<file path="src/sv/mhtq_pkg.sv">
`timescale 1ns / 1ps
// Package for the min-heap timer queue: sizes, command and result codes, heap entry type.
// Used by min_heap_timer_queue_unit; depends on nothing else.
package mhtq_pkg;

    localparam int CAPACITY     = 32;
    localparam int HANDLE_COUNT = 256;
    localparam int IDX_W        = $clog2(CAPACITY);
    localparam int CNT_W        = $clog2(CAPACITY + 1);
    localparam int TIME_W       = 32;
    localparam int HANDLE_W     = 8;
    localparam int MARK_W       = $clog2(HANDLE_COUNT);

    localparam logic [1:0] CMD_ADD    = 2'd0;
    localparam logic [1:0] CMD_CANCEL = 2'd1;
    localparam logic [1:0] CMD_TICK   = 2'd2;

    localparam logic [1:0] KIND_ADD_ACK    = 2'd0;
    localparam logic [1:0] KIND_CANCEL_ACK = 2'd1;
    localparam logic [1:0] KIND_FIRED      = 2'd2;
    localparam logic [1:0] KIND_TICK_DONE  = 2'd3;

    typedef struct packed {
        logic [TIME_W-1:0]   expiry;
        logic [HANDLE_W-1:0] owner;
    } t_entry;

endpackage

</file>
<file path="src/sv/min_heap_timer_queue_unit.sv">
`timescale 1ns / 1ps
// Top level of the min-heap timer queue: control sequencer, heap memory and cancel marks.
// Depends on mhtq_pkg.
//
// Usage: an input word (i_valid/o_ready) carries a command: add a timer, cancel a
// handle, or tick with the current time. Result words leave on o_valid/i_ready.
// An add or cancel gives one result; a tick gives one word per timer fired, the last
// flagged, or a single tick-done word when nothing fires.
// One input word is worked on at a time; o_ready is high only between commands.
// An add climbs from the new leaf, comparing it with each parent in turn until the parent
// is not later; a tick pops each due entry from the root and sifts the last entry down,
// one level at a time. The heap and mark memories return their reads from a register,
// so each level costs a read and a compare.
// A fired word is held back until the next one is known, so that the final one can
// carry the last flag. A result waits in the output register while the receiver
// stalls; the sequencer only stops when it must place a further word there.
// Reset empties the heap and then clears the cancel marks one per cycle, so o_ready
// stays low after reset until all 256 marks are clear, before the first word is taken.
module min_heap_timer_queue_unit (
    input  logic                          i_clk,
    input  logic                          i_rst_n,
    input  logic                          i_valid,
    output logic                          o_ready,
    input  logic [1:0]                    i_command,
    input  logic [mhtq_pkg::TIME_W-1:0]   i_expire_time,
    input  logic [mhtq_pkg::HANDLE_W-1:0] i_handle,
    input  logic [mhtq_pkg::TIME_W-1:0]   i_now_time,
    output logic                          o_valid,
    input  logic                          i_ready,
    output logic [1:0]                    o_kind,
    output logic                          o_status,
    output logic [mhtq_pkg::HANDLE_W-1:0] o_fired_handle,
    output logic                          o_last
);

    typedef enum logic [3:0] {
        S_CLR, S_IDLE, S_UP_RD, S_UP_CMP, S_T_RD, S_T_CHK, S_T_MARK, S_DN_RD, S_DN_CMP,
        S_T_END, S_EMIT
    } t_state;

    // Heap memory with two read ports and one write port.
    mhtq_pkg::t_entry r_mem [mhtq_pkg::CAPACITY];
    mhtq_pkg::t_entry r_rd_a, r_rd_b;
    logic                       mem_we, mem_re;
    logic [mhtq_pkg::IDX_W-1:0] mem_wa, mem_ra_a, mem_ra_b;
    mhtq_pkg::t_entry           mem_wd;

    always_ff @(posedge i_clk) begin
        if (mem_we) begin
            r_mem[mem_wa] <= mem_wd;
        end
        if (mem_re) begin
            r_rd_a <= r_mem[mem_ra_a];
            r_rd_b <= r_mem[mem_ra_b];
        end
    end

    // Cancel marks, one bit per handle, with one read port and one write port.
    logic                        r_marks [mhtq_pkg::HANDLE_COUNT];
    logic                        r_mark_rd;
    logic                        mark_we, mark_re, mark_wd;
    logic [mhtq_pkg::MARK_W-1:0] mark_wa, mark_ra;

    always_ff @(posedge i_clk) begin
        if (mark_we) begin
            r_marks[mark_wa] <= mark_wd;
        end
        if (mark_re) begin
            r_mark_rd <= r_marks[mark_ra];
        end
    end

    t_state                          r_state, n_state;
    logic [mhtq_pkg::MARK_W-1:0]     r_clr_idx, n_clr_idx;
    logic [mhtq_pkg::CNT_W-1:0]      r_count, n_count;
    logic [mhtq_pkg::IDX_W-1:0]      r_pos, n_pos;
    mhtq_pkg::t_entry                r_cur, n_cur;
    logic [mhtq_pkg::TIME_W-1:0]     r_now, n_now;
    logic                            r_pend, n_pend;
    logic [mhtq_pkg::HANDLE_W-1:0]   r_pend_h, n_pend_h;
    logic [1:0]                      r_res_kind, n_res_kind;
    logic                            r_res_status, n_res_status;
    logic                            r_ovalid, n_ovalid;
    logic [1:0]                      r_okind, n_okind;
    logic                            r_ostatus, n_ostatus;
    logic [mhtq_pkg::HANDLE_W-1:0]   r_ohandle, n_ohandle;
    logic                            r_olast, n_olast;

    logic                            out_free;
    logic [mhtq_pkg::IDX_W-1:0]      parent;
    logic [mhtq_pkg::CNT_W:0]        child_l;
    logic [mhtq_pkg::CNT_W:0]        child_r;
    logic                            take_r;
    mhtq_pkg::t_entry                best;
    logic [mhtq_pkg::IDX_W-1:0]      best_idx;

    assign out_free = !r_ovalid || i_ready;
    assign parent   = (r_pos - mhtq_pkg::IDX_W'(1)) >> 1;
    assign child_l  = (mhtq_pkg::CNT_W + 1)'({r_pos, 1'b1});
    assign child_r  = child_l + (mhtq_pkg::CNT_W + 1)'(1);
    assign take_r   = (child_r < (mhtq_pkg::CNT_W + 1)'(r_count))
                      && (r_rd_b.expiry < r_rd_a.expiry);
    assign best     = take_r ? r_rd_b : r_rd_a;
    assign best_idx = take_r ? child_r[mhtq_pkg::IDX_W-1:0] : child_l[mhtq_pkg::IDX_W-1:0];

    assign o_ready        = (r_state == S_IDLE);
    assign o_valid        = r_ovalid;
    assign o_kind         = r_okind;
    assign o_status       = r_ostatus;
    assign o_fired_handle = r_ohandle;
    assign o_last         = r_olast;

    always_comb begin
        n_state      = r_state;
        n_clr_idx    = r_clr_idx;
        n_count      = r_count;
        n_pos        = r_pos;
        n_cur        = r_cur;
        n_now        = r_now;
        n_pend       = r_pend;
        n_pend_h     = r_pend_h;
        n_res_kind   = r_res_kind;
        n_res_status = r_res_status;
        n_ovalid     = r_ovalid && !i_ready;
        n_okind      = r_okind;
        n_ostatus    = r_ostatus;
        n_ohandle    = r_ohandle;
        n_olast      = r_olast;
        mem_we       = 1'b0;
        mem_wa       = r_pos;
        mem_wd       = r_cur;
        mem_re       = 1'b0;
        mem_ra_a     = '0;
        mem_ra_b     = '0;
        mark_we      = 1'b0;
        mark_wa      = i_handle[mhtq_pkg::MARK_W-1:0];
        mark_wd      = 1'b0;
        mark_re      = 1'b0;
        mark_ra      = r_rd_a.owner[mhtq_pkg::MARK_W-1:0];

        unique case (r_state)
            S_CLR: begin
                mark_we   = 1'b1;
                mark_wa   = r_clr_idx;
                n_clr_idx = r_clr_idx + mhtq_pkg::MARK_W'(1);
                if (r_clr_idx == '1) begin
                    n_state = S_IDLE;
                end
            end
            S_IDLE: begin
                if (i_valid) begin
                    n_res_status = 1'b0;
                    case (i_command)
                        mhtq_pkg::CMD_ADD: begin
                            n_res_kind = mhtq_pkg::KIND_ADD_ACK;
                            if (r_count == mhtq_pkg::CNT_W'(mhtq_pkg::CAPACITY)) begin
                                n_res_status = 1'b1;
                                n_state      = S_EMIT;
                            end else begin
                                mark_we = 1'b1;
                                n_count = r_count + mhtq_pkg::CNT_W'(1);
                                n_pos   = r_count[mhtq_pkg::IDX_W-1:0];
                                n_cur   = '{expiry: i_expire_time, owner: i_handle};
                                n_state = S_UP_RD;
                            end
                        end
                        mhtq_pkg::CMD_CANCEL: begin
                            mark_we    = 1'b1;
                            mark_wd    = 1'b1;
                            n_res_kind = mhtq_pkg::KIND_CANCEL_ACK;
                            n_state    = S_EMIT;
                        end
                        mhtq_pkg::CMD_TICK: begin
                            n_now   = i_now_time;
                            n_pend  = 1'b0;
                            n_state = S_T_RD;
                        end
                        default: ;
                    endcase
                end
            end
            S_UP_RD: begin
                if (r_pos == '0) begin
                    mem_we  = 1'b1;
                    n_state = S_EMIT;
                end else begin
                    mem_re   = 1'b1;
                    mem_ra_a = parent;
                    n_state  = S_UP_CMP;
                end
            end
            S_UP_CMP: begin
                mem_we = 1'b1;
                if (r_rd_a.expiry <= r_cur.expiry) begin
                    n_state = S_EMIT;
                end else begin
                    mem_wd  = r_rd_a;
                    n_pos   = parent;
                    n_state = S_UP_RD;
                end
            end
            S_T_RD: begin
                if (r_count == '0) begin
                    n_state = S_T_END;
                end else begin
                    mem_re  = 1'b1;
                    n_state = S_T_CHK;
                end
            end
            S_T_CHK: begin
                if (r_rd_a.expiry > r_now) begin
                    n_state = S_T_END;
                end else begin
                    // The popped root is kept while its mark and the last entry are read.
                    mark_re  = 1'b1;
                    n_cur    = r_rd_a;
                    n_count  = r_count - mhtq_pkg::CNT_W'(1);
                    mem_re   = 1'b1;
                    mem_ra_a = n_count[mhtq_pkg::IDX_W-1:0];
                    n_state  = S_T_MARK;
                end
            end
            S_T_MARK: begin
                if (!r_mark_rd && r_pend && !out_free) begin
                    // Wait for room to pass on the word held back.
                    n_state = S_T_MARK;
                end else begin
                    if (!r_mark_rd) begin
                        if (r_pend) begin
                            n_ovalid  = 1'b1;
                            n_okind   = mhtq_pkg::KIND_FIRED;
                            n_ostatus = 1'b0;
                            n_ohandle = r_pend_h;
                            n_olast   = 1'b0;
                        end
                        n_pend   = 1'b1;
                        n_pend_h = r_cur.owner;
                    end
                    n_cur = r_rd_a;
                    n_pos = '0;
                    if (r_count == '0) begin
                        n_state = S_T_RD;
                    end else begin
                        n_state = S_DN_RD;
                    end
                end
            end
            S_DN_RD: begin
                if (child_l >= (mhtq_pkg::CNT_W + 1)'(r_count)) begin
                    mem_we  = 1'b1;
                    n_state = S_T_RD;
                end else begin
                    mem_re   = 1'b1;
                    mem_ra_a = child_l[mhtq_pkg::IDX_W-1:0];
                    mem_ra_b = child_r[mhtq_pkg::IDX_W-1:0];
                    n_state  = S_DN_CMP;
                end
            end
            S_DN_CMP: begin
                mem_we = 1'b1;
                if (best.expiry < r_cur.expiry) begin
                    mem_wd  = best;
                    n_pos   = best_idx;
                    n_state = S_DN_RD;
                end else begin
                    n_state = S_T_RD;
                end
            end
            S_T_END: begin
                if (out_free) begin
                    n_ovalid  = 1'b1;
                    n_okind   = r_pend ? mhtq_pkg::KIND_FIRED : mhtq_pkg::KIND_TICK_DONE;
                    n_ostatus = 1'b0;
                    n_ohandle = r_pend ? r_pend_h : '0;
                    n_olast   = 1'b1;
                    n_pend    = 1'b0;
                    n_state   = S_IDLE;
                end
            end
            S_EMIT: begin
                if (out_free) begin
                    n_ovalid  = 1'b1;
                    n_okind   = r_res_kind;
                    n_ostatus = r_res_status;
                    n_ohandle = '0;
                    n_olast   = 1'b1;
                    n_state   = S_IDLE;
                end
            end
            default: n_state = S_IDLE;
        endcase
    end

    always_ff @(posedge i_clk) begin
        if (!i_rst_n) begin
            r_state   <= S_CLR;
            r_clr_idx <= '0;
            r_count   <= '0;
            r_pend    <= 1'b0;
            r_ovalid  <= 1'b0;
        end else begin
            r_state   <= n_state;
            r_clr_idx <= n_clr_idx;
            r_count   <= n_count;
            r_pend    <= n_pend;
            r_ovalid  <= n_ovalid;
        end
        r_pos        <= n_pos;
        r_cur        <= n_cur;
        r_now        <= n_now;
        r_pend_h     <= n_pend_h;
        r_res_kind   <= n_res_kind;
        r_res_status <= n_res_status;
        r_okind      <= n_okind;
        r_ostatus    <= n_ostatus;
        r_ohandle    <= n_ohandle;
        r_olast      <= n_olast;
    end

endmodule
</file>
<file path="config.mk">
export PLATFORM = sky130hd
export DESIGN_NAME = min_heap_timer_queue_unit
export DESIGN_NICKNAME = d
export VERILOG_FILES = /design/src/sv/mhtq_pkg.sv /design/src/sv/min_heap_timer_queue_unit.sv
export SDC_FILE = /design/constraint.sdc
export NUM_CORES = 2
export LEC_CHECK = 0
export ABC_CLOCK_PERIOD_IN_PS = 20900
export BUFFER_PORTS_ARGS = -buffer_cell sky130_fd_sc_hd__buf_4
export CORE_MARGIN = 3
export CORE_UTILIZATION = 27
export CTS_CLUSTER_SIZE = 16
export DETAILED_ROUTE_END_ITERATION = 16
export MAX_ROUTING_LAYER = met4
export SYNTH_ARGS = -nofsm -noshare
export SYNTH_HDL_FRONTEND = slang
export SYNTH_SLANG_ARGS = --single-unit
</file>
<file path="constraint.sdc">
create_clock -name i_clk -period 20.9 [get_ports i_clk]
set_input_delay 4.18 -clock i_clk [delete_from_list [all_inputs] [get_ports i_clk]]
set_output_delay 4.18 -clock i_clk [all_outputs]
set_load 0.1 [all_outputs]
</file>
# Word-level counts from Yosys, hierarchy flattened

Memories as Yosys holds them, arrays and structs flattened. A register that Yosys moved wholly into a read port is not among the register bits.
Cells that the tools add are included.

Output and inout port bits: 14
Bits in writable memories: 1536
Input port bits: 78
Memories: 2
Bits in registers: 120
Word-level logic and storage cells: 191

Memories:

| memory  | depth | bits a word | read ports | clocked after memory_dff | wr ports | line                            | RTL |
|---|---|---|---|---|---|---|---|
| r_mem   | 32    | 40          | 2          | 2                        | 1        | min_heap_timer_queue_unit.sv:42 | `mhtq_pkg::t_entry r_mem [mhtq_pkg::CAPACITY];` |
| r_marks | 256   | 1           | 1          | 1                        | 1        | min_heap_timer_queue_unit.sv:59 | `logic r_marks [mhtq_pkg::HANDLE_COUNT];` |

Reductions and logical operators: 33
Order comparisons: 6
Equal/unequal tests: 29
Add/sub/neg operators: 5
Muxes and demuxes: 98
Bitwise gates (word level): 2

Operators with widths:

| kind               | number |
|---|---|
| $mux 40            | 8 |
| $pmux 40 s3        | 1 |
| $pmux 40 s2        | 1 |
| $lt 32x32->1       | 2 |
| $mux 8             | 7 |
| $mux 5             | 11 |
| $mux 4             | 10 |
| $pmux 4 s10        | 1 |
| $gt 32x32->1       | 1 |
| $le 32x32->1       | 1 |
| $mux 1             | 32 |
| $mux 6             | 4 |
| $pmux 8 s3         | 1 |
| $ne 2x2->1 const B | 11 |
| $pmux 5 s4         | 1 |
| $reduce_and 6->1   | 3 |
| $eq 4x3->1 const B | 4 |
| $mux 2             | 8 |
| $pmux 5 s3         | 1 |
| $eq 4x4->1 const B | 3 |
| $pmux 4 s3         | 1 |
| $pmux 6 s2         | 1 |
| $reduce_and 5->1   | 2 |
| $pmux 1 s3         | 3 |
| 35 further kinds   | 55 |

# Depth between registers and ports, before layout

Depth in word-level cells: 7
Gate-level depth with buffers: 28
Mapped depth without buffers: 23

# Worst setup path after synthesis

OpenSTA, ideal clock, no wires.

Kind: input -> register
Start point: input i_command[1]
End point: memory r_marks[0] (data pin)
Path buffers: 0
Stages: 3
Setup slack: 12.255 ns
Required time: 20.027 ns
Library setup time: 0.873 ns
Arrival: 7.771 ns
Path through: inv_1 ha_1 and3_1

Longest elaborated chain between the ends: 4

RTL lines:

| what            | line                             | RTL |
|---|---|---|
| start, declared | min_heap_timer_queue_unit.sv:24  | `input logic [1:0] i_command,` |
| $eq 2x1->1      | min_heap_timer_queue_unit.sv:153 | `case (i_command)` |
| $mux 1          | min_heap_timer_queue_unit.sv:153 |  |
| $mux 1          | min_heap_timer_queue_unit.sv:151 | `if (i_valid) begin` |
| $mux 1          | min_heap_timer_queue_unit.sv:141 | `unique case (r_state)` |
| via mark_wd     | min_heap_timer_queue_unit.sv:61  | `logic mark_we, mark_re, mark_wd;` |
| end, declared   | min_heap_timer_queue_unit.sv:59  |  |

The timed path passes the listed nets, and every way through them passes these cells.

==> impl_metrics.tcl <==
set metrics [dict create \
    synth_compound_area_share_pct 9.28 \
    clock-sinks 1736 \
    slew_headroom_pct 9.76 \
    dr.pass1.iters 6 \
    drt_wl_total_mm 273 \
    layout_min_cycle_time_ns 8.57 \
    gr-usage-met2_pct 27.2 \
    numCtsBuffers 172 \
    dr_total_vias 53500 \
    drt_iter0_markers 8009 \
    dieArea_um2 298000 \
    slew_viol_final 0 \
    synthXorXnorAreaFrac_pct 0.278 \
    use_met3_pct 3.64 \
    drc_errors 0 \
    io_buffers 91 \
    yosys-top-cells-area "edfxtp_1 65%, mux4_2 5.9%, nand2_1 4.6%" \
    whs_path_depth 1 \
    placed_cells 9439 \
    drive_gt1_share_pct 15.2 \
    cellPowerDensity_nw_per_um2 81.1 \
    required_ns 21.33 \
    cts_tree "done" \
    place_hpwl_mm 146 \
    syn_area_um2 78700 \
    cts_root_buf "clkbuf_16" \
    post_drt_wl_per_cell_um 28.0 \
    grt_pass1_wl_mm 382 \
    tns_ns 0 \
    synthArstFlopShare_pct 0 \
    ys_seq_area_share_pct 66.0 \
    clock_latency_ns 0.85 \
    r2r-end "r_mem[11][19]$_DFFE_PP_" \
    hold_viol 0 \
    top_usage_layer "met2" \
    rsz0062_at_grt "false" \
    cp_top_family "compound AO/OA/AOI/OAI gates" \
    ys_ff_latch 1736 \
    yosysTopAreaCell "edfxtp_1" \
    grt_pass1_vias 50700 \
    tightestPinTransition_ns 1.35 \
    synth_flop_cell "edfxtp_1" \
    grt_max_degree 161 \
    syn-num-nets 5955 \
    r2r_start "mem_wa[0]$_DFFE_PP_" \
    fin_skew_ns 0.0635 \
    worst-setup-path-type "reg2reg" \
    cts.clk_slew.worst_paths_ns 0.07 \
    synth-simple-area-share_pct 9.47 \
    start_util_pct 27.2 \
    rr_worst_depth 25 \
    timing.critical_path.buf_inv 4 \
    track_usage_pct 18.0 \
    setup_viol 0 \
    place_congestion 0.943 \
    rrSetupSlack_ns 12.33 \
    num_rows 197 \
    holdBufCountCts 0 \
    cp_slowest_stage_delay_ns 1.07 \
    post_cts_resized 0 \
    grt_overflow_total 0 \
    holdCritPathClass "reg2reg" \
    grt.met1_usage_pct 23.8 \
    synthAdderAreaFrac_pct 2.35 \
    postCtsSetupRepairBufs 0 \
    leakagePower_nw 28.8 \
    ant_nets 0 \
    hp-start "r_pend_h[3]$_DFFE_PP_" \
    core-area_um2 289000 \
    pin_count 92 \
    synth_top_family_by_area "multiplexers" \
    postSynthAreaPerCell_um2 13.7 \
    antenna_found_initial 9 \
    die_h_um 546 \
    synth.distinct_cells 77 \
    die_w_um 546 \
    holdPathEnd "o_fired_handle[3]$_DFFE_PP_" \
    crit_arrival_ns 9.00 \
    clockBufferDepth 4 \
    fmax_ghz 0.117 \
    status "complete, no violations" \
    peakVddDrop_mv 0.0618 \
    fin_util_pct 31.1 \
    synth_edf_count 1716 \
    fillers 28500 \
    yosys_warnings 0 \
    cp_slowest_cell "a21oi_2" \
    muxShareOfSynthArea_pct 10.0 \
    drv_cap 0 \
    finalCritPeriodShare_pct 41.0 \
    viasPerCell 5.49 \
    netlist_instances 5729 \
    areaGrowthSynthToFinish_pct 14.0 \
    yosys.area.top_type_share_pct 65.4 \
    path_max_fanout 101 \
    final_cells 9746 \
    fin_nets 5960 \
    htreeDepth 4 \
    worstSetupEndpointType "flop" \
    start_kind "flop" \
]
area by class of cell:
class                   count  area, um^2  area share, %
well taps                3880        4850           5.41
flip-flops and latches   1736       51900           57.8
inverters                 115         432          0.481
clock buffers             209        4540           5.05
multi-input cells        3494       25300           28.2
clock inverters            93        1030           1.15
repair buffers            215        1710           1.90
diodes                      4        10.0         0.0111
placed cells by master (no fill, tap or decap), drive strengths merged, types with 17 or more instances in the layout:
master,instances
a21boi,56
a21o,39
a21oi,271
a221o,68
a221oi,29
a22o,29
a311oi,60
a31oi,40
a32oi,25
and3,74
buf,215
bufinv,22
clkbuf,209
clkinv,60
dfxtp,20
edfxtp,1716
ha,148
inv,118
mux2,115
mux2i,197
mux4,205
nand2,974
nand3,136
nand3b,17
nand4,40
nor2,380
nor2b,26
nor3,27
nor4,32
o2111ai,32
o21ai,131
o22ai,173
o2bb2ai,27
xnor2,17
per-layer routing:
| metal | vias to the layer above | part of all wire, % |
|---|---|---|
| met4 | 0 | 4.3 |
| met5 | - | 0 |
| met2 | 3564 | 45 |
| met1 | 27300 | 39 |
| met3 | 690 | 12 |
| li1 | 22000 | - |
cells in the mapped netlist (126+ instances only):
cell / n
o22ai_1: 172
ha_1: 148
clkbuf_1: 205
edfxtp_1: 1716
mux4_2: 205
buf_2: 142
a21oi_1: 270
nand3_1: 134
nor2_1: 379
mux2i_1: 197
nand2_1: 972
o21ai_0: 126
power breakdown:
| part | total, mW | internal [mW] | switching (mW) |
|---|---|---|---|
| clock | 3.17 | 1.81 | 1.35 |
| combinational | 0.266 | 0.0741 | 0.192 |
| sequential | 3.85 | 3.84 | 0.0110 |
worst register-to-register path, stage by stage (launching register included):
cell and delay, ns:
edfxtp_1 0.39, buf_12 0.51, inv_1 0.47, ha_1 0.47, ha_1 0.31, o21a_1 0.11, o21a_1 0.17, o21ai_1 0.12
nand2b_1 0.10, a2111oi_2 0.47, o21a_4 0.25, buf_4 0.66, o21ai_0 0.30, ha_1 0.35, a21o_1 0.16, a21o_1 0.17
a21o_1 0.17, a21oi_1 0.17, o221ai_1 0.20, a221o_1 0.41, nor2b_1 0.15, o2111ai_1 0.13, a31o_2 0.26, and2_2 0.18
buf_4 0.34, a21oi_2 1.08
logic make-up after synthesis:
group | after synthesis
buffers and inverters | 499
DFF | 1736
and+or+nand+nor | 1752
adders and majority gates | 148
xor gates and xnor gates | 25
AOI/OAI and AO/OA | 1052
muxes | 517
state kept, by name, summed over array words and instances, names as in the netlist:
name,flops
mark_ra,8
mem_wa,5
o_fired_handle,8
o_kind,2
o_last,1
o_status,1
o_valid,1
r_clr_idx,8
r_count,6
r_cur,40
r_mark_rd,1
r_marks,256
r_mem,1280
r_now,32
r_pend,1
r_pend_h,8
r_rd_a,32
r_rd_b,40
r_res_kind,1
r_res_status,1
r_state,4
how the worst max path moves through the flow:
| stage | depth (start not counted) | slack, ns | startpoint | to |
|---|---|---|---|---|
| floorplan | 3 | 12.26 | i_command[1] | r_marks[0]$_DFFE_PP_ |
| global placement | 25 | 12.42 | mem_wa[0]$_DFFE_PP_ | r_mem[10][27]$_DFFE_PP_ |
| detailed placement | 25 | 12.33 | mem_wa[0]$_DFFE_PP_ | r_mem[0][27]$_DFFE_PP_ |
| CTS | 25 | 12.29 | mem_wa[0]$_DFFE_PP_ | r_mem[1][27]$_DFFE_PP_ |
| global route | 25 | 11.88 | mem_wa[0]$_DFFE_PP_ | r_mem[9][35]$_DFFE_PP_ |
| finish | 25 | 12.33 | mem_wa[0]$_DFFE_PP_ | r_mem[11][19]$_DFFE_PP_ |
stage by stage:
| stage | total power, mW | area (um^2) | hold WS [ns] | setup WS (ns) |
|---|---|---|---|---|
| 2_1_floorplan | 4.08 | 78700 | 0.426 | 12.26 |
| 4_1_cts | 7.31 | 89700 | 0.519 | 12.29 |
| 5_1_grt | 7.46 | 89800 | 0.538 | 11.88 |
| 3_5_place_dp | 4.18 | 84200 | 0.503 | 12.33 |
| 6_report | 7.28 | 89800 | 0.517 | 12.33 |
| 3_3_place_gp | 4.18 | 84200 | 0.496 | 12.42 |
No activity file was read; power rests on OpenSTA's default activity.
